**src/sv/ffha_pkg.sv**
```systemverilog
// ----------------------------------------------------------------------------
// ffha_pkg
// Shared constants, codes and types of the first-fit heap allocator.
// ----------------------------------------------------------------------------
package ffha_pkg;

  localparam int unsigned HEAP_BYTES     = 4 * 1024 * 1024;
  localparam int unsigned HEADER_BYTES   = 32;
  localparam int unsigned ALIGN_BYTES    = 8;
  localparam int unsigned MAX_BLOCKS_DEF = 256;

  localparam int OFF_W     = 22;
  localparam int REQ_W     = 23;
  localparam int FUNC_W    = 2;
  localparam int STAT_W    = 2;
  localparam int S_TDATA_W = 48;
  localparam int M_TDATA_W = 72;

  // Operation codes
  localparam logic [FUNC_W-1:0] FN_ALLOC   = 2'd0;
  localparam logic [FUNC_W-1:0] FN_FREE    = 2'd1;
  localparam logic [FUNC_W-1:0] FN_REALLOC = 2'd2;

  // Result status codes
  localparam logic [STAT_W-1:0] ST_OK     = 2'd0;
  localparam logic [STAT_W-1:0] ST_FAIL   = 2'd1;
  localparam logic [STAT_W-1:0] ST_BADPTR = 2'd2;

  typedef logic [OFF_W-1:0] off_t;

  typedef struct packed {
    off_t start;
    off_t payload;
    logic free;
  } entry_t;

  // Datapath commands, one per cycle
  typedef enum logic [4:0] {
    OP_NOP,
    OP_LOAD,
    OP_INIT,
    OP_A_START,
    OP_A_EV,
    OP_SH_WR,
    OP_A_SPLIT,
    OP_A_TAKE,
    OP_A_FAIL,
    OP_F_START,
    OP_F_EV,
    OP_BAD,
    OP_FOUND,
    OP_RF_EV,
    OP_FR_START,
    OP_FS_EV,
    OP_DN_WR,
    OP_DN_END,
    OP_FP_CHK,
    OP_FP_EV,
    OP_T_START,
    OP_T_EV,
    OP_T_END
  } op_t;

  typedef struct packed {
    op_t op;
  } ctl_t;

  typedef struct packed {
    logic [FUNC_W-1:0] func;
    logic              ptr_zero;
    logic              req_zero;
    logic              req_bad;
    logic              k_end;
    logic              fit;
    logic              split_ok;
    logic              match;
    logic              rmatch;
    logic              fits_old;
    logic              sh_more;
    logic              nxt_in;
    logic              tgt_nz;
    logic              rd_free;
    logic              out_busy;
  } sts_t;

endpackage

```
**src/sv/ffha_ctrl.sv**
```systemverilog
// ----------------------------------------------------------------------------
// ffha_ctrl
// Sequencer of the allocator: walks the table scans, shifts and merges by
// issuing one datapath command per cycle.
// ----------------------------------------------------------------------------
module ffha_ctrl
  import ffha_pkg::*;
(
  input  logic clk,
  input  logic rst,
  input  logic s_tvalid,
  output logic s_tready,
  input  sts_t sts,
  output ctl_t ctl
);

  typedef enum logic [31:0] {
    S_INIT     = 32'h0000_0001,
    S_IDLE     = 32'h0000_0002,
    S_DISP     = 32'h0000_0004,
    S_A_START  = 32'h0000_0008,
    S_A_RD     = 32'h0000_0010,
    S_A_EV     = 32'h0000_0020,
    S_SH_CHK   = 32'h0000_0040,
    S_SH_WR    = 32'h0000_0080,
    S_A_SPLIT  = 32'h0000_0100,
    S_A_TAKE   = 32'h0000_0200,
    S_A_FAIL   = 32'h0000_0400,
    S_F_START  = 32'h0000_0800,
    S_F_RD     = 32'h0000_1000,
    S_F_EV     = 32'h0000_2000,
    S_BAD      = 32'h0000_4000,
    S_FOUND    = 32'h0000_8000,
    S_RF_START = 32'h0001_0000,
    S_RF_RD    = 32'h0002_0000,
    S_RF_EV    = 32'h0004_0000,
    S_FR_START = 32'h0008_0000,
    S_FS_RD    = 32'h0010_0000,
    S_FS_EV    = 32'h0020_0000,
    S_DN_CHK   = 32'h0040_0000,
    S_DN_WR    = 32'h0080_0000,
    S_DN_END   = 32'h0100_0000,
    S_FP_CHK   = 32'h0200_0000,
    S_FP_RD    = 32'h0400_0000,
    S_FP_EV    = 32'h0800_0000,
    S_T_START  = 32'h1000_0000,
    S_T_RD     = 32'h2000_0000,
    S_T_EV     = 32'h4000_0000,
    S_T_END    = 32'h8000_0000
  } state_t;

  state_t state, state_next;
  logic   pred, pred_next;

  assign s_tready = (state == S_IDLE);

  always_ff @(posedge clk) begin
    if (rst) begin
      state <= S_INIT;
      pred  <= 1'b0;
    end else begin
      state <= state_next;
      pred  <= pred_next;
    end
  end

  always_comb begin
    state_next = state;
    pred_next  = pred;
    ctl.op     = OP_NOP;
    case (state)
      S_INIT: begin
        ctl.op     = OP_INIT;
        state_next = S_IDLE;
      end
      S_IDLE: begin
        if (s_tvalid) begin
          ctl.op     = OP_LOAD;
          state_next = S_DISP;
        end
      end
      S_DISP: begin
        if (sts.func == FN_ALLOC) begin
          state_next = S_A_START;
        end else if (sts.func == FN_FREE) begin
          state_next = sts.ptr_zero ? S_T_START : S_F_START;
        end else if (sts.func == FN_REALLOC) begin
          state_next = sts.ptr_zero ? S_A_START : S_F_START;
        end else begin
          state_next = S_T_START;
        end
      end
      S_A_START: begin
        ctl.op     = OP_A_START;
        state_next = sts.req_bad ? S_A_FAIL : S_A_RD;
      end
      S_A_RD: begin
        state_next = sts.k_end ? S_A_FAIL : S_A_EV;
      end
      S_A_EV: begin
        ctl.op = OP_A_EV;
        if (sts.fit) begin
          state_next = sts.split_ok ? S_SH_CHK : S_A_TAKE;
        end else begin
          state_next = S_A_RD;
        end
      end
      S_SH_CHK: begin
        state_next = sts.sh_more ? S_SH_WR : S_A_SPLIT;
      end
      S_SH_WR: begin
        ctl.op     = OP_SH_WR;
        state_next = S_SH_CHK;
      end
      S_A_SPLIT: begin
        ctl.op     = OP_A_SPLIT;
        state_next = S_A_TAKE;
      end
      S_A_TAKE: begin
        ctl.op = OP_A_TAKE;
        // a grown reallocation still has to release its old block
        if (sts.func == FN_REALLOC && !sts.ptr_zero) begin
          state_next = S_RF_START;
        end else begin
          state_next = S_T_START;
        end
      end
      S_A_FAIL: begin
        ctl.op     = OP_A_FAIL;
        state_next = S_T_START;
      end
      S_F_START: begin
        ctl.op     = OP_F_START;
        state_next = S_F_RD;
      end
      S_F_RD: begin
        state_next = sts.k_end ? S_BAD : S_F_EV;
      end
      S_F_EV: begin
        ctl.op     = OP_F_EV;
        state_next = sts.match ? S_FOUND : S_F_RD;
      end
      S_BAD: begin
        ctl.op     = OP_BAD;
        state_next = S_T_START;
      end
      S_FOUND: begin
        ctl.op = OP_FOUND;
        if (sts.func == FN_FREE || sts.req_zero) begin
          state_next = S_FR_START;
        end else if (sts.fits_old) begin
          state_next = S_T_START;
        end else begin
          state_next = S_A_START;
        end
      end
      S_RF_START: begin
        ctl.op     = OP_F_START;
        state_next = S_RF_RD;
      end
      S_RF_RD: begin
        state_next = sts.k_end ? S_T_START : S_RF_EV;
      end
      S_RF_EV: begin
        ctl.op     = OP_RF_EV;
        state_next = sts.rmatch ? S_FR_START : S_RF_RD;
      end
      S_FR_START: begin
        ctl.op     = OP_FR_START;
        pred_next  = 1'b0;
        state_next = sts.nxt_in ? S_FS_RD : S_FP_CHK;
      end
      S_FS_RD: begin
        state_next = S_FS_EV;
      end
      S_FS_EV: begin
        ctl.op     = OP_FS_EV;
        state_next = sts.rd_free ? S_DN_CHK : S_FP_CHK;
      end
      S_DN_CHK: begin
        state_next = sts.k_end ? S_DN_END : S_DN_WR;
      end
      S_DN_WR: begin
        ctl.op     = OP_DN_WR;
        state_next = S_DN_CHK;
      end
      S_DN_END: begin
        ctl.op     = OP_DN_END;
        state_next = pred ? S_T_START : S_FP_CHK;
      end
      S_FP_CHK: begin
        ctl.op     = OP_FP_CHK;
        state_next = sts.tgt_nz ? S_FP_RD : S_T_START;
      end
      S_FP_RD: begin
        state_next = S_FP_EV;
      end
      S_FP_EV: begin
        ctl.op = OP_FP_EV;
        if (sts.rd_free) begin
          pred_next  = 1'b1;
          state_next = S_DN_CHK;
        end else begin
          state_next = S_T_START;
        end
      end
      S_T_START: begin
        ctl.op     = OP_T_START;
        state_next = S_T_RD;
      end
      S_T_RD: begin
        state_next = sts.k_end ? S_T_END : S_T_EV;
      end
      S_T_EV: begin
        ctl.op     = OP_T_EV;
        state_next = S_T_RD;
      end
      S_T_END: begin
        // hold until the output register is free
        if (!sts.out_busy) begin
          ctl.op     = OP_T_END;
          state_next = S_IDLE;
        end
      end
      default: begin
        state_next = S_INIT;
      end
    endcase
  end

endmodule

```
**config.mk**
```make
export PLATFORM = sky130hd
export DESIGN_NAME = ffha_ctrl
export DESIGN_NICKNAME = d
export VERILOG_FILES = /design/src/sv/ffha_pkg.sv /design/src/sv/ffha_ctrl.sv
export SDC_FILE = /design/constraint.sdc
export NUM_CORES = 1
export LEC_CHECK = 0
export ABC_AREA = 1
export BUFFER_PORTS_ARGS = -buffer_cell sky130_fd_sc_hd__buf_2
export CAP_MARGIN = 20
export CORE_MARGIN = 2
export CORE_UTILIZATION = 32
export CTS_BUF_LIST = sky130_fd_sc_hd__clkbuf_4 sky130_fd_sc_hd__clkbuf_8
export CTS_CLUSTER_DIAMETER = 200
export DETAILED_ROUTE_END_ITERATION = 6
export SLEW_MARGIN = 5
export SYNTH_ARGS = -nofsm -noshare
export SYNTH_HDL_FRONTEND = slang
export SYNTH_SLANG_ARGS = --single-unit
```
**constraint.sdc**
```tcl
create_clock -name clk -period 2.9 [get_ports clk]
set_input_delay 0.435 -clock clk [delete_from_list [all_inputs] [get_ports clk]]
set_output_delay 0.435 -clock clk [all_outputs]
set_load 0.005 [all_outputs]
```
==> results of run 1 <==
[power groups by stage]
stage / logic [mW] / clock network [mW] / registers [mW]
final: 0.440 / 0.464 / 0.477
after global routing: 0.481 / 0.494 / 0.479
after CTS: 0.426 / 0.475 / 0.478
after detailed placement: 0.424 / 0 / 0.488
after global placement: 0.425 / 0 / 0.486
after floorplan: 0.360 / 0 / 0.485
[final cells by class]
| cell class | instances | area, um^2 |
|---|---|---|
| clock buffers | 7 | 90.1 |
| clock inverters | 1 | 30.0 |
| fillers | 840 | 4800 |
| inverters | 43 | 164 |
| multi-input cells | 305 | 1570 |
| flip-flops and latches | 33 | 661 |
| well taps | 102 | 128 |
| repair buffers | 30 | 165 |
[sequential cells by signal, indices dropped and copies added (netlist names)]
name and cells:
pred 1, state 32
[per-layer routing]
metal	vias to the layer above	share of wire
li1	1319	-
met1	1117	0.47
met2	48	0.47
met3	14	0.035
met4	0	0.025
met5	-	0
[cell families after synthesis]
logic type | after synthesis
AO/OA/AOI/OAI | 28
buffers and inverters | 52
flip-flops | 33
AND/OR/NAND/NOR | 277
[metrics by stage]
step | area (um^2) | utilization | worst slack [ns] | instances | power [mW]
4_1_cts | 2760 | 0.363 | 0.183 | 515 | 1.38
3_5_place_dp | 2640 | 0.347 | 0.505 | 507 | 0.913
2_1_floorplan | 2470 | - | 1.03 | 390 | 0.846
5_1_grt | 2810 | 0.369 | 0.00151 | 521 | 1.45
6_report | 2810 | 0.369 | 0.247 | 521 | 1.38
3_3_place_gp | 2640 | 0.347 | 0.543 | 507 | 0.911
[worst paths after layout]
kind                            endpoint  cells past startpoint  slack [ns]                    from
setup reg to reg  state[25]$_SDFFE_PP0P_                     11        0.61  state[22]$_SDFFE_PP0P_
hold / removal     state[8]$_SDFFE_PP0P_                      2        0.33                  sts[4]
setup / recovery                  ctl[1]                     10        0.25  state[22]$_SDFFE_PP0P_
hold reg to reg        pred$_SDFFE_PP0P_                      2        0.55       pred$_SDFFE_PP0P_
[layout by cell type, fill, tap and decap left out, types with 9 or more instances in the layout]
master and count:
dfxtp_1 33, nand3_1 38, buf_2 24, nor3_1 18
nor4_1 9, inv_1 38, a21oi_1 11, nor2_1 95
nand2_1 60, nor2_2 20
==> results.md, run 1 <==
- Synth Area in Adders: 0
- Post-synthesis cell area: 0.00247 mm^2
- Top cells by count, synth: nor2_1, nand2_1, inv_1, nand3_1, dfxtp_1
- Vias in the first global route: 2361
- DRC Markers: 0
- Worst-margin pin slew: 0.453 ns
- Clock Pin Slew Worst Setup and Hold Paths: ~0.070 ns
- Top post-synthesis cells by area: dfxtp_1, nor2_1, nand2_1, nand3_1, inv_1
- NetSw: 0.489 mW
- Pleak: 1.22 nW
- Setup repair bufs after CTS: 0
- CP delay by family, top: simple AND/OR/NAND/NOR gates
- Flops & latches, synth: 33
- Initial antenna violation count: 0
- GR peak layer: met2
- CTS Hold Bufs: 0
- WL final: just under 7000 um
- Startpoint types: flop
- Max stage delay cell, worst path: dfxtp_1
- Register area share after synthesis: 0.267
- Post-Synth Simple-Gate Area: 0.564
- DRT iter0 DRCs: 173
- Critical path peak fanout: 19
- Max frequency: about 0.38 GHz
- Synth async-reset ratio: 0
- Minimum clock period: 2.65 ns
- Period Utilization, post-route: 0.915
- Post-synthesis xor/xnor area fraction: 0
- Peak VDD IR: 0.323 mV
- GRT Overall Usage: 0.169
- CP max stage delay: 0.33 ns
- Kind of critical path: flop to output pin
- Main combinational cell family by area after synthesis: simple AND/OR/NAND/NOR gates
- Top-Level Pins: 25
- Mean Syn Cell Area: roughly 6.3 um^2
- Top FF cell, synth: dfxtp_1
- Post-synthesis compound-gate area fraction: 0.0709
- Most frequent cell after synthesis: nor2_1
- Area grow syn2layout: 13.5%
- Final hold vios: 0
- Cts bufs inserted: 5
- CP arrival: 2.22 ns
- Die area: 0.00844 mm^2
- H-tree depth: 2
- Switching Fraction: 0.354
- Met1 Usage GRT: 0.223
- GP Congestion: 0.912
- Grt met3 use: 0.0288
- Total gr overflow: 0
- Post-CTS Resized: 0
- GR Util met2: 0.274
- Clock power frac: 0.336
- Slew Limit Fails: 0
- Post-route ant nets: 0
- CP cell instances: nor2_2 > nand2_4 > nor2_8 > nand2_4 > inv_2 > nand2_1 > nand2_1 > a21oi_1 > nand4_1 > buf_2
- Combinational fraction of design power: 0.319
- DR WL/cell: 12.9 um
- HP Class: primary input to flop
- Chip height: a little over 90 um
- Num rows: 32
- DR vias: around 2500
- PwrDens: 493 mW/mm^2
- Setup violators final: 0
- Post-synth top area cell: dfxtp_1
- Share of cells above drive strength 1: 0.215
- WHS: ~0.33 ns
- Worst slew margin: 0.698
- Layout Nets: 437
- RSZ-0062 raised after global routing: no
- IO Port Bufs: 24
- Core box area: 0.00761 mm^2
- Largest net degree at the start of global routing: 21
- Ys Warns: 0
- Initial Util: 0.325
- First-pass GRT wire length: 11300 um
- Distinct cells, synth: 34
- Mapped Cells: between 300 and 400
- Seq pwr share: 0.345
- Avg Vias per Cell: 4.79
- Total negative slack: 0 ns
- # clock sinks: 33
- CP Data Required Time: 2.47 ns
- Max-cap viol count: 0
- Clock Path Buffers: 2
- CTS tree: done
- Worst clock skew: 0.0110 ns
- Internal power: 0.892 mW
- DIE WIDTH: 91.9 um
- Post-synthesis mux area share: 0
- CP Capture Type: output pin
- Status: finished, final reports clean
- DPL Wire Length: 5300 um
- CTS root buf: clkbuf_8
- First-pass DRT Iterations: 4
- Syn Nets: 409
- Worst skew pair latency: 0.29 ns
- Number of flops mapped to enable cells by yosys: 0
- Buf+Inv Stages, Crit Path: 2
- Antenna cells: 0
- Top cell type's share of synthesized area: 0.267
Power figures use the tool's default switching activity.
==> run 2, diff against run 1 <==
--- a/config.mk
+++ b/config.mk
@@ -5,7 +5,7 @@
 export SDC_FILE = /design/constraint.sdc
 export NUM_CORES = 1
 export LEC_CHECK = 0
-export ABC_AREA = 1
+export ABC_AREA = 0
 export BUFFER_PORTS_ARGS = -buffer_cell sky130_fd_sc_hd__buf_2
 export CAP_MARGIN = 20
 export CORE_MARGIN = 2
==> results.md, run 2 <==
- Startpoint types: flop (unchanged)
- CP Data Required Time: 2.47 ns (about the same)
- Final Util: 0.413 (was 0.369)
- Num rows: 30 (was 32)
- Flip-flop count of the largest register after layout: 32 (unchanged)
- Post-synthesis cell area: 0.00222 mm^2 (was 0.00247 mm^2)
- Seq pwr share: 0.445 (was 0.345)
- Kind of critical path: flop to output pin (unchanged)
- Flops & latches, synth: 33 (unchanged)
- PwrDens: 374 mW/mm^2 (was 493 mW/mm^2)
- Distinct cells, synth: 58 (was 34)
- Period Utilization, post-route: 0.988 (was 0.915)
- Die area: 0.00764 mm^2 (was 0.00844 mm^2)
- NetSw: 0.289 mW (was 0.489 mW)
- Pleak: 1.22 nW (about the same)
- CP cell instances: nor4_4 > nand3_2 > or3_4 > or4b_4 > and2_4 > nand4_1 > buf_2 (was nor2_2 > nand2_4 > nor2_8 > nand2_4 > inv_2 > nand2_1 > nand2_1 > a21oi_1 > nand4_1 > buf_2)
- Most common cell after layout, fill and taps aside: buf_4 (was nor2_1)
- Clock Pin Slew Worst Setup and Hold Paths: 0.07 ns (about the same)
- HP Class: primary input to flop (unchanged)
- CP max stage delay: 0.51 ns (was 0.33 ns)
- DP Cell Count: 392 (was 507)
- DR WL/cell: 18.3 um (was 12.9 um)
- Core box area: 0.00676 mm^2 (was 0.00761 mm^2)
- Non-Filler Instances: 409 (was 521)
- CP Capture Type: output pin (unchanged)
- Top post-synthesis cells by area: dfxtp_1, nor4_4, nor3_1, nor2_1, nor4_1 (was dfxtp_1, nor2_1, nand2_1, nand3_1, inv_1)
- Mean Syn Cell Area: 8.03 um^2 (was 6.34 um^2)
- Clock power frac: 0.378 (was 0.336)
- WHS: 0.304 ns (was 0.326 ns)
- CTS tree: done (unchanged)
- Top cell type's share of synthesized area: 0.297 (was 0.267)
- Worst slew margin: 0.586 (was 0.698)
- Chip height: 87.4 um (was 91.9 um)
- CP delay by family, top: simple AND/OR/NAND/NOR gates (unchanged)
- Antenna cells: 0 (unchanged)
- GRT Overall Usage: 0.206 (was 0.169)
- Total gr overflow: 0 (unchanged)
- Status: finished, final reports clean (unchanged)
- Max frequency: 0.349 GHz (was 0.377 GHz)
- WL final: 7480 um (was 6730 um)
- Layout Nets: 347 (was 437)
- Synth async-reset ratio: 0 (unchanged)
- Multi-input logic area: 0.00149 mm^2 (was 0.00157 mm^2)
- Mapped Cells: 277 (was 390)
- Biggest regs: state (32), pred (1) (unchanged)
- Initial Util: 0.329 (was 0.325)
- Minimum clock period: 2.86 ns (was 2.65 ns)
- DIE WIDTH: 87.4 um (was 91.9 um)
- Avg Vias per Cell: 5.85 (was 4.79)
- Worst clock skew: 0.00643 ns (was 0.0110 ns)
- GP Congestion: 1.01 (was 0.912)
- Number of flops mapped to enable cells by yosys: 0 (unchanged)
- Most frequent cells in the layout: buf_4, nor2_1, buf_2 (was nor2_1, nand2_1, inv_1, nand3_1, dfxtp_1)
- Syn Nets: 296 (was 409)
- CTS Hold Bufs: 0 (unchanged)
- Post-synth top area cell: dfxtp_1 (unchanged)
- Switching Fraction: 0.277 (was 0.354)
- DPL Wire Length: 5560 um (was 5300 um)
- DR vias: 2391 (was 2498)
- CTS root buf: clkbuf_8 (unchanged)
- Worst skew pair latency: 0.30 ns (was 0.29 ns)
- Register area share after synthesis: 0.297 (was 0.267)
- Ys Warns: 0 (unchanged)
- RSZ-0062 raised after global routing: yes (was no)
- Internal power: 0.753 mW (was 0.892 mW)
- Top cells by count, synth: dfxtp_1, nor2_1, nor3_1 (was nor2_1, nand2_1, inv_1, nand3_1, dfxtp_1)
- Vias in the first global route: 2327 (was 2361)
- Post-route ant nets: 0 (unchanged)
- Total negative slack: 0 ns (unchanged)
- Final hold vios: 0 (unchanged)
- Worst hold start: sts[4] (unchanged)
- Cts bufs inserted: 5 (unchanged)
- Share of cells above drive strength 1: 0.307 (was 0.215)
- First-pass DRT Iterations: 5 (was 4)
- Area grow syn2layout: 25.4% (was 13.5%)
- Reg area: 683 um^2 (was 661 um^2)
- Buf+Inv Stages, Crit Path: 1 (was 2)
- DP Worst Slack: 0.195 ns (was 0.505 ns)
- Max stage delay cell, worst path: or4b_4 (was dfxtp_1)
- Top FF cell, synth: dfxtp_1 (unchanged)
- Setup violators final: 0 (unchanged)
- Worst-margin pin slew: 0.612 ns (was 0.453 ns)
- Combinational fraction of design power: 0.177 (was 0.319)
- # clock sinks: 33 (unchanged)
- CP startpoint: state[4]$_SDFFE_PP0P_ (was state[22]$_SDFFE_PP0P_)
- Fillers: 700 (was 840)
- Reg-to-Reg Start: state[8]$_SDFFE_PP0P_ (was state[22]$_SDFFE_PP0P_)
- Max-cap viol count: 0 (unchanged)
- Largest net degree at the start of global routing: 24 (was 21)
- IO Port Bufs: 24 (unchanged)
- H-tree depth: 2 (unchanged)
- Peak VDD IR: 0.247 mV (was 0.323 mV)
- DRT iter0 DRCs: 226 (was 173)
- CP arrival: 2.43 ns (was 2.22 ns)
- First-pass GRT wire length: 12000 um (was 11300 um)
- Critical path peak fanout: 7 (was 19)
- Clock Path Buffers: 2 (unchanged)
- Initial antenna violation count: 0 (unchanged)
- DRC Markers: 0 (unchanged)
- Fin worst setup slack: 0.0354 ns (was 0.247 ns)
- Top-Level Pins: 25 (unchanged)
- Largest register by flop count: state (unchanged)
- Most frequent cell after synthesis: dfxtp_1 (was nor2_1)
- Slew Limit Fails: 0 (unchanged)
==> run 2: cell types whose count changed after synthesis, sizes merged, moves of 6 or more <==
| cell | before | now |
|---|---|---|
| nand2 | 73 | 17 |
| clkbuf | 2 | 8 |
| inv | 43 | 14 |
| nand4b | 0 | 7 |
| nor4 | 9 | 21 |
| nand3 | 40 | 5 |
| nor3 | 18 | 24 |
| or3 | 0 | 6 |
| nor2 | 123 | 26 |
| and3 | 1 | 7 |
| nand2b | 0 | 7 |
==> run 2: power groups by stage <==
stage	registers, mW	logic (mW)	clock network [mW]
2_1_floorplan	0.474	0.0928	0
3_3_place_gp	0.475	0.173	0
3_5_place_dp	0.475	0.171	0
4_1_cts	0.465	0.173	0.398
5_1_grt	0.464	0.199	0.422
6_report	0.464	0.184	0.394
==> run 2: timing repair <==
| item | 4_1_cts | 5_1_grt |
|---|---|---|
| setup buffers | 4 | 5 |
| resized for setup | 5 | 20 |
| pin swaps | 6 | 10 |
| endpoints found under the setup margin | 3 | 4 |
==> run 2: per-stage QoR <==
stage	cell area [um^2]	total power, mW
2_1_floorplan	2220	0.567
3_3_place_gp	2560	0.648
3_5_place_dp	2560	0.647
4_1_cts	2700	1.04
5_1_grt	2790	1.09
6_report	2790	1.04
==> run 2: metal layers <==
metal  track usage  up-vias  share of wire
met1         0.272     1122           0.45
li1              -     1149              -
met4        0.0937        0          0.036
met2         0.322      101           0.46
met3        0.0398       19          0.059
met5             0        -              0
==> run 2: final timing paths <==
check | depth (start not counted) | endpoint | slack, ns
min | 2 | state[8]$_SDFFE_PP0P_ | 0.30
min reg2reg | 2 | pred$_SDFFE_PP0P_ | 0.52
max | 7 | ctl[2] | 0.04
max reg2reg | 8 | state[28]$_SDFFE_PP0P_ | 0.46
==> run 2: final cells by class <==
cell class,count,share of cell area
inverters,14,0.0188
repair buffers,56,0.129
well taps,80,0.0359
multi-input cells,218,0.535
flip-flops and latches,33,0.245
clock buffers,7,0.0345
clock inverters,1,0.00179
==> run 2: kinds of logic after synthesis <==
kind of cell,after synthesis,synth area share
compound gates,46,0.137
xor+xnor,10,0.0394
buf+inv,26,0.0501
flops,33,0.297
mux,1,0.00450
simple gates,161,0.472
